### src/rtl/rbch_pkg.sv
// Shared types and constants for the ray/box closest hit block.
// No dependencies.
package rbch_pkg;

    // Request operation codes
    localparam logic OP_LOAD = 1'b0;
    localparam logic OP_CAST = 1'b1;

    // Configuration register indexes
    localparam logic CFG_BOX_COUNT = 1'b0;
    localparam logic CFG_MAX_DIST  = 1'b1;

    localparam int CNT_W  = 9;
    localparam int DIST_W = 31;
    localparam int IDX_W  = 13;

    localparam logic [DIST_W-1:0] DEFAULT_MAX_DIST = 31'd6553600;
    localparam logic [63:0]       T_LIMIT          = 64'h4000_0000_0000_0000;
    localparam int                EPS_Q            = 7;
    localparam int                FACE_TOL_Q       = 655;

    // Face codes
    localparam logic [2:0] FACE_NONE  = 3'd0;
    localparam logic [2:0] FACE_NEG_X = 3'd1;
    localparam logic [2:0] FACE_POS_X = 3'd2;
    localparam logic [2:0] FACE_NEG_Y = 3'd3;
    localparam logic [2:0] FACE_POS_Y = 3'd4;
    localparam logic [2:0] FACE_NEG_Z = 3'd5;
    localparam logic [2:0] FACE_POS_Z = 3'd6;

    localparam logic [2:0] FACE_LOW  [3] = '{FACE_NEG_X, FACE_NEG_Y, FACE_NEG_Z};
    localparam logic [2:0] FACE_HIGH [3] = '{FACE_POS_X, FACE_POS_Y, FACE_POS_Z};

    // Multiplier operand select
    typedef enum logic [1:0] {
        MSEL_LO  = 2'd0,
        MSEL_HI  = 2'd1,
        MSEL_HIT = 2'd2
    } t_mul_sel;

    // Controller to datapath commands
    typedef struct packed {
        logic     mem_wr;
        logic     latch_ray;
        logic     div_start;
        logic     rcp_store;
        logic     axis_clr;
        logic     axis_inc;
        logic     box_init;
        logic     rd_en;
        logic     slab_init;
        logic     mul_start;
        t_mul_sel mul_sel;
        logic     t1_store;
        logic     slab_update;
        logic     win;
        logic     pos_store;
        logic     face_update;
        logic     idx_inc;
        logic     out_load;
    } t_cmd;

    // Datapath to controller status
    typedef struct packed {
        logic div_done;
        logic mul_done;
        logic flat;
        logic flat_out;
        logic slab_reject;
        logic last_axis;
        logic idx_end;
        logic closer;
    } t_stat;

endpackage

### src/rtl/rbch_ctrl.sv
// Controller state machine: sequences reciprocals, the box walk, slab tests,
// hit point and face. Depends on rbch_pkg.
module rbch_ctrl (
    input  logic            i_clk,
    input  logic            i_rst_n,
    input  logic            i_valid,
    input  logic            i_operation,
    output logic            o_ready,
    output logic            o_res_valid,
    input  logic            i_res_ready,
    output rbch_pkg::t_cmd  o_cmd,
    input  rbch_pkg::t_stat i_stat
);
    import rbch_pkg::*;

    typedef enum logic [13:0] {
        S_IDLE  = 14'b00000000000001,
        S_RCP   = 14'b00000000000010,
        S_RWT   = 14'b00000000000100,
        S_BINIT = 14'b00000000001000,
        S_NEXT  = 14'b00000000010000,
        S_AXIS  = 14'b00000000100000,
        S_M1    = 14'b00000001000000,
        S_M2    = 14'b00000010000000,
        S_JUDGE = 14'b00000100000000,
        S_HP    = 14'b00001000000000,
        S_HPW   = 14'b00010000000000,
        S_FACE  = 14'b00100000000000,
        S_ADV   = 14'b01000000000000,
        S_DONE  = 14'b10000000000000
    } t_state;

    t_state r_state, n_state;
    logic   r_res_valid, n_res_valid;

    assign o_res_valid = r_res_valid;

    // Next state and commands
    always_comb begin
        n_state = r_state;
        o_cmd   = '0;
        o_ready = 1'b0;
        case (r_state)
            S_IDLE: begin
                o_ready = 1'b1;
                if (i_valid) begin
                    if (i_operation == OP_CAST) begin
                        o_cmd.latch_ray = 1'b1;
                        o_cmd.axis_clr  = 1'b1;
                        n_state         = S_RCP;
                    end else begin
                        o_cmd.mem_wr = 1'b1;
                    end
                end
            end
            S_RCP: begin
                o_cmd.div_start = 1'b1;
                n_state         = S_RWT;
            end
            S_RWT: begin
                if (i_stat.div_done) begin
                    o_cmd.rcp_store = 1'b1;
                    if (i_stat.last_axis) begin
                        n_state = S_BINIT;
                    end else begin
                        o_cmd.axis_inc = 1'b1;
                        n_state        = S_RCP;
                    end
                end
            end
            S_BINIT: begin
                o_cmd.box_init = 1'b1;
                n_state        = S_NEXT;
            end
            S_NEXT: begin
                if (i_stat.idx_end) begin
                    n_state = S_DONE;
                end else begin
                    o_cmd.rd_en     = 1'b1;
                    o_cmd.axis_clr  = 1'b1;
                    o_cmd.slab_init = 1'b1;
                    n_state         = S_AXIS;
                end
            end
            S_AXIS: begin
                if (i_stat.flat) begin
                    if (i_stat.flat_out) begin
                        n_state = S_ADV;
                    end else if (i_stat.last_axis) begin
                        n_state = S_JUDGE;
                    end else begin
                        o_cmd.axis_inc = 1'b1;
                    end
                end else begin
                    o_cmd.mul_start = 1'b1;
                    o_cmd.mul_sel   = MSEL_LO;
                    n_state         = S_M1;
                end
            end
            S_M1: begin
                if (i_stat.mul_done) begin
                    o_cmd.t1_store  = 1'b1;
                    o_cmd.mul_start = 1'b1;
                    o_cmd.mul_sel   = MSEL_HI;
                    n_state         = S_M2;
                end
            end
            S_M2: begin
                if (i_stat.mul_done) begin
                    o_cmd.slab_update = 1'b1;
                    if (i_stat.slab_reject) begin
                        n_state = S_ADV;
                    end else if (i_stat.last_axis) begin
                        n_state = S_JUDGE;
                    end else begin
                        o_cmd.axis_inc = 1'b1;
                        n_state        = S_AXIS;
                    end
                end
            end
            S_JUDGE: begin
                if (i_stat.closer) begin
                    o_cmd.win      = 1'b1;
                    o_cmd.axis_clr = 1'b1;
                    n_state        = S_HP;
                end else begin
                    n_state = S_ADV;
                end
            end
            S_HP: begin
                o_cmd.mul_start = 1'b1;
                o_cmd.mul_sel   = MSEL_HIT;
                n_state         = S_HPW;
            end
            S_HPW: begin
                o_cmd.mul_sel = MSEL_HIT;
                if (i_stat.mul_done) begin
                    o_cmd.pos_store = 1'b1;
                    if (i_stat.last_axis) begin
                        n_state = S_FACE;
                    end else begin
                        o_cmd.axis_inc = 1'b1;
                        n_state        = S_HP;
                    end
                end
            end
            S_FACE: begin
                o_cmd.face_update = 1'b1;
                n_state           = S_ADV;
            end
            S_ADV: begin
                o_cmd.idx_inc = 1'b1;
                n_state       = S_NEXT;
            end
            S_DONE: begin
                if (!r_res_valid || i_res_ready) begin
                    o_cmd.out_load = 1'b1;
                    n_state        = S_IDLE;
                end
            end
            default: begin
                n_state = S_IDLE;
            end
        endcase
    end

    // Result valid: set on load, cleared when taken
    always_comb begin
        n_res_valid = r_res_valid;
        if (o_cmd.out_load) begin
            n_res_valid = 1'b1;
        end else if (r_res_valid && i_res_ready) begin
            n_res_valid = 1'b0;
        end
    end

    always_ff @(posedge i_clk) begin
        if (!i_rst_n) begin
            r_state     <= S_IDLE;
            r_res_valid <= 1'b0;
        end else begin
            r_state     <= n_state;
            r_res_valid <= n_res_valid;
        end
    end

endmodule

### config.mk
export PLATFORM = sky130hd
export DESIGN_NAME = rbch_ctrl
export DESIGN_NICKNAME = d
export VERILOG_FILES = /design/src/rtl/rbch_pkg.sv /design/src/rtl/rbch_ctrl.sv
export SDC_FILE = /design/constraint.sdc
export NUM_CORES = 1
export LEC_CHECK = 0
export ABC_AREA = 0
export CORE_ASPECT_RATIO = 2
export CORE_MARGIN = 1.5
export CORE_UTILIZATION = 28
export CTS_BUF_LIST = sky130_fd_sc_hd__clkbuf_8 sky130_fd_sc_hd__clkbuf_16
export CTS_CLUSTER_SIZE = 14
export DETAILED_ROUTE_END_ITERATION = 10
export DONT_BUFFER_PORTS = 1
export PLACE_DENSITY = 0.44
export SETUP_SLACK_MARGIN = 0.05
export SLEW_MARGIN = 20
export SYNTH_ARGS = -nofsm -noshare
export SYNTH_HDL_FRONTEND = slang
export SYNTH_SLANG_ARGS = --single-unit
### constraint.sdc
create_clock -name i_clk -period 5.82 [get_ports i_clk]
set_input_delay 1.455 -clock i_clk [delete_from_list [all_inputs] [get_ports i_clk]]
set_output_delay 1.455 -clock i_clk [all_outputs]
set_load 0.02 [all_outputs]
==> results of run 1 <==
[worst min path at each step]
| stage | start | end | slack, ns | depth (start not counted) |
|---|---|---|---|---|
| 2_1_floorplan | r_state[7] | r_state[7] | 0.59 | 2 |
| 3_3_place_gp | r_state[10] | r_state[10] | 0.63 | 2 |
| 3_5_place_dp | r_state[10] | r_state[10] | 0.63 | 2 |
| 4_1_cts | r_state[10] | r_state[10] | 0.64 | 2 |
| 5_1_grt | r_state[7] | r_state[7] | 0.69 | 1 |
| 6_report | r_state[10] | r_state[10] | 0.65 | 2 |
[flip-flops by register name, indices dropped and copies added, names as in the netlist]
register / flops
r_state: 14
o_res_valid: 1
[layout by cell type, fill, tap and decap left out, drive strengths merged, types with 4 or more instances in the layout]
| cell type | count |
|---|---|
| dfxtp | 15 |
| nand4 | 5 |
| nand2 | 7 |
| inv | 9 |
| nor3 | 9 |
| a21oi | 5 |
| or4 | 4 |
| nor4 | 12 |
| nor2b | 4 |
| nand3 | 4 |
| and3 | 6 |
| nor2 | 11 |
[tightest hold or removal path: cells and delay by family, from the launching register on]
kind	cells	cell delay, ns
compound gates	2	0.18
flops	1	0.42
[per-layer routing]
metal,wire [um],GRT usage (%)
met5,0,0
met1,1360,17.5
met3,161,3.08
met2,2090,30.6
met4,120,8.32
[stage by stage]
stage               hold slack [ns]  total power (W)  utilization, %  setup WS, ns  area (um2)
floorplan                     0.585         0.000206               -          2.05        1250
global placement              0.632         0.000220            28.2          1.93        1220
detailed placement            0.631         0.000222            28.2          1.91        1220
CTS                           0.643         0.000309            29.2          1.79        1270
global route                  0.691         0.000323            29.2          1.58        1270
finish                        0.651         0.000305            29.2          1.77        1270
[power by group through the flow]
stage | registers, W | logic (W) | clock network, W
2_1_floorplan | 0.000114 | 0.0000917 | 0
3_3_place_gp | 0.000122 | 0.0000980 | 0
3_5_place_dp | 0.000123 | 0.0000988 | 0
4_1_cts | 0.000120 | 0.0000991 | 0.0000895
5_1_grt | 0.000122 | 0.000108 | 0.0000919
6_report | 0.000120 | 0.0000987 | 0.0000855
[logic make-up after synthesis]
| family | synth area share, % |
|---|---|
| AO/OA/AOI/OAI | 17.5 |
| XOR/XNOR | 2.80 |
| buffers and inverters | 10.2 |
| flip-flops | 24.0 |
| AND/OR/NAND/NOR | 45.6 |
[area by class of cell]
cell class / count / share of cell area, %
clock inverters: 1 / 0.296
well taps: 54 / 5.33
flip-flops and latches: 15 / 23.7
inverters: 8 / 2.37
multi-input cells: 116 / 65.1
clock buffers: 3 / 3.26
==> metrics, run 1 <==
RSZ-0062 raised after global routing=no; Die Wd=50.3 um; # diodes=0; Sw Ratio=37.3%; area of the multi-input gates=825 um2; Largest delay share family, worst path=simple AND/OR/NAND/NOR gates; Max Fanout on Critical Path=10; clock sinks=15; post-synth design cell area=1250 um2; Tmin final=4.05 ns; layout cells sized above 1=12.6%; critical path required time=4.37 ns; clk root buf=clkbuf_8; number of enable flip-flop cells after synthesis=0; Die Footprint=4910 um2; worst skew pair latency=0.25 ns; Tcrit/Tclk final=69.7%; Fmax=0.247 GHz; top cell type's share of synthesized area=24.0%; die span in y=97.6 um; clock slew at reported path FFs=0.06 ns; reg-to-reg slack, setup=3.53 ns; Seq/Total Area, Yosys=24.0%; TritonCTS clock tree=built; CP Buf/Inv Count=1; I/O Buffers=0; via count=1,152; Leak Pwr=0.469 nW; Comb pwr share=32.4%; status=completed; Routed WL=3.73 mm; Detailed Routing Iterations Pass 1=4; Internal=0.000191 W; hpwl dp=3.09 mm; number of remaining DRC errors=0; # H-tree levels=1; CP max stage delay=0.61 ns; Max-Cap Viols=0; PwrDens=240 nW/um2; post-route setup TNS=0 ns; CP Cell Sequence=nor4_4, nand3_4, nor4b_1, nand2b_1, inv_1; core area=4340 um2; number of global-route vias before repair=1,200; pin count of the biggest net entering global routing=11; WL/cell=18.9 um; Reg area=300 um2; filler instances=495; P&R area growth vs syn=1.20%; Initial Util=28.9%; most frequent cell after synthesis=dfxtp_1; GRT Util Overall=16.8%; Longest Clk Path Bufs=2; setup bufs post-CTS=0; main area contributors after synthesis=dfxtp_1 24%, nor4_1 4.5%, nor2_1 3.3%, nor3_1 3.2%, and3_1 3.0%; post_cts resized=0; headroom to the max-slew limit=36.1%; Final ANT Viol Nets=0; Mapped Cells=155; worst reg2reg path endpoint=r_state[3]; Slew @ Worst Pin=0.950 ns; clock network power share=28.1%; asr flop ratio synth=0%; number of synthesized register bits=15; post-synth top area cell=dfxtp_1; Crit path depth=5; WS Path Type=reg2out; Worst setup EP type=primary output; Worst Path Arrival=2.60 ns; NetSw=0.000114 W; initial antenna violation count=0; final hold violation count=0; Worst Setup SP=r_state[0]; average cell area after synthesis=8.08 um2; Cell Rows=34; Num CTS Buffers=3; R2R cell count=5; Min-Delay Path Class=reg2reg; Worst VDD drop=112 uV; Ys Warns=0; Reg-to-Reg Start=r_state[0]; Slowest cell on crit path=nor4_4; Final Setup Violations=0; io pins=34; critical path startpoint category=flop; CP endpoint=o_cmd[11]; DR vias/cell=5.85; Post-synth top cells=15 x dfxtp_1, 11 x nor2_1, 9 x nor4_1, 8 x inv_1, 8 x nor3_1; clock skew=0.00462 ns; hold_buf cts=0; Final Slew Violations=0; syn_nets=168; GRT Residual Overflow=0; placed insts=193; Flop pwr share=39.5%; GP Congestion=0.833; Iter 0 DRT Violations=24; Layout Nets=157; first-pass GRT wire length=6.29 mm; Cell variety after synth=54; Most used DFF post-synth=dfxtp_1; Finished Layout Cells=197
Power figures use the tool's default switching activity.
==> run 2: changes to the inputs <==
==> constraint.sdc (replaced) <==
create_clock -name i_clk -period 4.04 [get_ports i_clk]
set_input_delay 1.01 -clock i_clk [delete_from_list [all_inputs] [get_ports i_clk]]
set_output_delay 1.01 -clock i_clk [all_outputs]
set_load 0.02 [all_outputs]
==> metrics, run 2 (synthesized netlist as in run 1, its figures left out) <==
Detailed Routing Iterations Pass 1=4 (unchanged); Max-Cap Viols=0 (unchanged); # diodes=0 (unchanged); GRT Util Overall=17.0% (+0.21 points); worst skew pair latency=0.26 ns (about the same); Worst setup EP type=primary output; via count=1,136 (-1.4%); layout cells sized above 1=13.8% (+1.2 points); pin count of the biggest net entering global routing=11 (unchanged); Worst VDD drop=239 uV (+110%); Worst Path Arrival=2.60 ns (about the same); P&R area growth vs syn=2.40%; first-pass GRT wire length=6.26 mm (-0.43%); NetSw=0.000166 W (+46%); Cell Rows=34 (unchanged); number of remaining DRC errors=0 (unchanged); number of global-route vias before repair=1,153 (-3.9%); Longest Clk Path Bufs=2 (unchanged); Reg with most FFs=r_state; Iter 0 DRT Violations=20 (-17%); Tcrit/Tclk final=89.3%; Util after Layout=29.6% (+0.35 points); Sw Ratio=37.6% (+0.29 points); Final Slew Violations=0 (unchanged); I/O Buffers=0 (unchanged); Fmax=0.277 GHz; post-route setup TNS=0 ns (unchanged); max reg flops=14 (unchanged); Final ANT Viol Nets=0 (unchanged); headroom to the max-slew limit=37.0% (+0.95 points); commonest non-fill, non-tap cell in the layout=dfxtp_1; final hold violation count=0 (unchanged); commonest cells after routing, fill and taps aside=15 x dfxtp_1, 11 x nor2_1, 9 x nor4_1, 9 x inv_1, 8 x nor3_1; Max Fanout on Critical Path=8 (-2); PwrDens=344 nW/um2 (+43%); critical path startpoint category=flop; die span in y=97.6 um (unchanged); Layout Nets=159 (+1.3%); setup bufs post-CTS=0 (unchanged); Die Footprint=4910 um2 (unchanged); Comb pwr share=31.9% (-0.5 points); Num CTS Buffers=3 (unchanged); Internal=0.000275 W (+44%); status=completed; clock network power share=29.1% (+1.0 points); clock slew at reported path FFs=0.07 ns (about the same); final instance area=1280 um2 (+1.2%); Flop pwr share=39.0% (-0.5 points); clock skew=0.00264 ns (-0.00198 ns); PnR worst setup slack=0.431 ns (-1.33 ns); RSZ-0062 raised after global routing=no; Min Hold Slack=0.650 ns (-0.00124 ns); post_cts resized=0 (unchanged); clk root buf=clkbuf_8; placed inst area=1240 um2 (+1.2%); Die Wd=50.3 um (unchanged); WS Path Type=reg2out; io pins=34 (unchanged); # H-tree levels=1 (unchanged); critical path required time=3.03 ns (-1.34 ns); Routed WL=3.89 mm (+4.2%); Initial Util=28.9% (unchanged); GRT Residual Overflow=0 (unchanged); DR vias/cell=5.71 (-2.4%); Min-Delay Path Class=reg2reg; pre-CTS WS=0.714 ns (-1.19 ns); core area=4340 um2 (unchanged); Leak Pwr=0.480 nW (+2.3%); Slew @ Worst Pin=0.936 ns (-0.0141 ns); Final Setup Violations=0 (unchanged); TritonCTS clock tree=built; hold_buf cts=0 (unchanged); clock sinks=15 (unchanged); Tmin final=3.61 ns; WL/cell=19.5 um (+3.1%); initial antenna violation count=0 (unchanged); hpwl dp=3.09 mm (-0.21%); GP Congestion=1.01 (+21%)
run 2: metrics by stage:
stage | power (W) | cells
final | 0.000441 | 199
after floorplan | 0.000296 | 155
after global routing | 0.000467 | 199
after CTS | 0.000445 | 199
after detailed placement | 0.000316 | 195
after global placement | 0.000318 | 195
run 2: area by class of cell:
class	instances	area [um2]
clock buffers	3	41.3
repair buffers	2	15.0
flip-flops and latches	15	300
inverters	8	30.0
multi-input cells	116	825
well taps	54	67.6
clock inverters	1	3.75
fillers	513	3060
run 2: path summary, 6_finish.rpt:
| kind | start | to | slack [ns] | cells after the start |
|---|---|---|---|---|
| worst max-delay path | r_state[0] | o_cmd[13] | 0.43 | 5 |
| worst min-delay path | r_state[10] | r_state[10] | 0.65 | 2 |
| worst min register to register | r_state[10] | r_state[10] | 0.65 | 2 |
| worst max register to register | r_state[0] | r_state[3] | 1.84 | 5 |
run 2: per-layer routing:
layer	GRT usage (%)	part of all wire, %	vias up	wire, um
met4	10.4	4.8	0	187
met5	0	0	-	0
met1	17.8	37	526	1430
li1	-	-	556	-
met3	4.00	5.5	14	214
met2	29.3	53	40	2060
run 2: power by group through the flow:
stage	clock network, W	registers, W	logic (W)
2_1_floorplan	0	0.000164	0.000132
4_1_cts	0.000132	0.000172	0.000141
3_3_place_gp	0	0.000174	0.000144
5_1_grt	0.000138	0.000175	0.000155
6_report	0.000128	0.000172	0.000141
3_5_place_dp	0	0.000175	0.000141
run 2: worst max-delay path, stage by stage (launching register included):
cell and delay [ns]:
dfxtp_1 0.40, nor4_4 0.59, nand2_1 0.18, nor4_1 0.55
o21ai_0 0.20, a21oi_1 0.42
==> run 3: changes to the inputs <==
--- a/config.mk
+++ b/config.mk
@@ -13,7 +13,7 @@
 export CTS_CLUSTER_SIZE = 14
 export DETAILED_ROUTE_END_ITERATION = 10
 export DONT_BUFFER_PORTS = 1
-export PLACE_DENSITY = 0.44
+export PLACE_DENSITY = 0.52
 export SETUP_SLACK_MARGIN = 0.05
 export SLEW_MARGIN = 20
 export SYNTH_ARGS = -nofsm -noshare
==> constraint.sdc (replaced) <==
create_clock -name i_clk -period 4.04 [get_ports i_clk]
set_input_delay 1.01 -clock i_clk [delete_from_list [all_inputs] [get_ports i_clk]]
set_output_delay 1.01 -clock i_clk [all_outputs]
set_load 0.005 [all_outputs]
==> metrics, run 3 (synthesized netlist as in run 1, its figures left out) <==
status=completed; commonest non-fill, non-tap cell in the layout=dfxtp_1; Worst Path Arrival=2.39 ns (-0.21 ns); Slew @ Worst Pin=0.688 ns (-0.249 ns); WS Path Type=reg2out; via count=1,146 (+0.88%); Tmin final=3.40 ns (-0.213 ns); clock sinks=15 (unchanged); Longest Clk Path Bufs=2 (unchanged); Final Setup Violations=0 (unchanged); RSZ-0062 raised after global routing=no; pin count of the biggest net entering global routing=11 (unchanged); GRT Residual Overflow=0 (unchanged); I/O Buffers=0 (unchanged); # H-tree levels=1 (unchanged); headroom to the max-slew limit=53.7% (+17 points); Final Slew Violations=0 (unchanged); max reg flops=14 (unchanged); Die Wd=50.3 um (unchanged); post-route setup TNS=0 ns (unchanged); number of global-route vias before repair=1,119 (-2.9%); critical path required time=3.03 ns (about the same); Layout Nets=157 (-1.3%); first-pass GRT wire length=6.04 mm (-3.4%); critical path startpoint category=flop; commonest cells after routing, fill and taps aside=15 x dfxtp_1, 11 x nor2_1, 9 x nor4_1, 9 x inv_1, 8 x nor3_1; Initial Util=28.9% (unchanged); Routed WL=3.77 mm (-3.0%); Reg with most FFs=r_state; placed insts=193 (-1.0%); Detailed Routing Iterations Pass 1=4 (unchanged); P&R area growth vs syn=1.20%; hold_buf cts=0 (unchanged); setup bufs post-CTS=0 (unchanged); io pins=34 (unchanged); worst skew pair latency=0.26 ns (about the same); Max Fanout on Critical Path=10 (+2); final hold violation count=0 (unchanged); Iter 0 DRT Violations=35 (+75%); WL/cell=19.1 um (-2.0%); Leak Pwr=0.469 nW (-2.3%); post_cts resized=0 (unchanged); GRT Util Overall=16.2% (-0.80 points); layout cells sized above 1=12.6% (-1.2 points); Worst setup EP type=primary output; Die Footprint=4910 um2 (unchanged); number of remaining DRC errors=0 (unchanged); Cell Rows=34 (unchanged); area of the multi-input gates=825 um2 (unchanged); Min-Delay Path Class=reg2reg; Worst VDD drop=185 uV (-23%); Fmax=0.295 GHz (+6.3%); Reg area=300 um2 (unchanged); DR vias/cell=5.82 (+1.9%); GP Congestion=1.07 (+6.3%); hpwl dp=3.01 mm (-2.5%); Tcrit/Tclk final=84.0% (-5.3 points); Util after Layout=29.2% (-0.35 points); PwrDens=338 nW/um2 (-1.9%); Pwr Total=0.000428 W (-3.0%); clk root buf=clkbuf_8; Num CTS Buffers=3 (unchanged); TritonCTS clock tree=built; # diodes=0 (unchanged); die span in y=97.6 um (unchanged); initial antenna violation count=0 (unchanged); filler instances=497 (-3.1%); clock skew=0.00183 ns (-0.000809 ns); core area=4340 um2 (unchanged); clock slew at reported path FFs=0.06 ns (about the same); Final ANT Viol Nets=0 (unchanged); Max-Cap Viols=0 (unchanged); Finished Layout Cells=197 (-1.0%)
## run 3: cell types whose count changed in the layout (fill, tap and decap cells not counted)
cell	before	now
buf_4	2	0
## run 3: through the flow
step	worst slack (ns)	cell area (um2)	hold slack (ns)
final	0.645	1270	0.612
after global routing	0.602	1270	0.677
after CTS	0.739	1270	0.620
after detailed placement	1.01	1220	0.607
after global placement	1.02	1220	0.599
after floorplan	1.28	1250	0.550
## run 3: worst paths after layout
kind	from	endpoint	slack (ns)	cells past startpoint
setup reg to reg	r_state[0]	r_state[3]	1.81	5
hold / removal	o_res_valid	o_res_valid	0.61	2
setup / recovery	r_state[5]	o_cmd[9]	0.64	4
hold reg to reg	o_res_valid	o_res_valid	0.61	2
## run 3: final cells by class
class / instances / share of cell area (%)
tap: 54 / 5.33
sequential: 15 / 23.7
multi-input combinational: 116 / 65.1
clock inverter: 1 / 0.296
clock buffer: 3 / 3.26
inverter: 8 / 2.37
## run 3: critical path, stage by stage, from the launching register on
cell and delay, ns:
dfxtp_1 0.43, or4_4 0.64, nor4_1 0.54, nand4_1 0.32
nand3_1 0.19
## run 3: routing by layer
metal  global-route usage (%)  part of all wire (%)  up-vias
li1                         -                     -      552
met2                     29.3                    57       40
met5                        0                     0        -
met3                     4.15                   6.0        7
met1                     17.4                    36      547
met4                     5.82                   1.7        0
## run 3: power breakdown
group / switching (W) / leakage (nW) / total (W) / internal (W)
combinational: 0.0000771 / 0.321 / 0.000129 / 0.0000521
sequential: 0.0000168 / 0.121 / 0.000172 / 0.000156
clock: 0.0000587 / 0.0269 / 0.000126 / 0.0000676
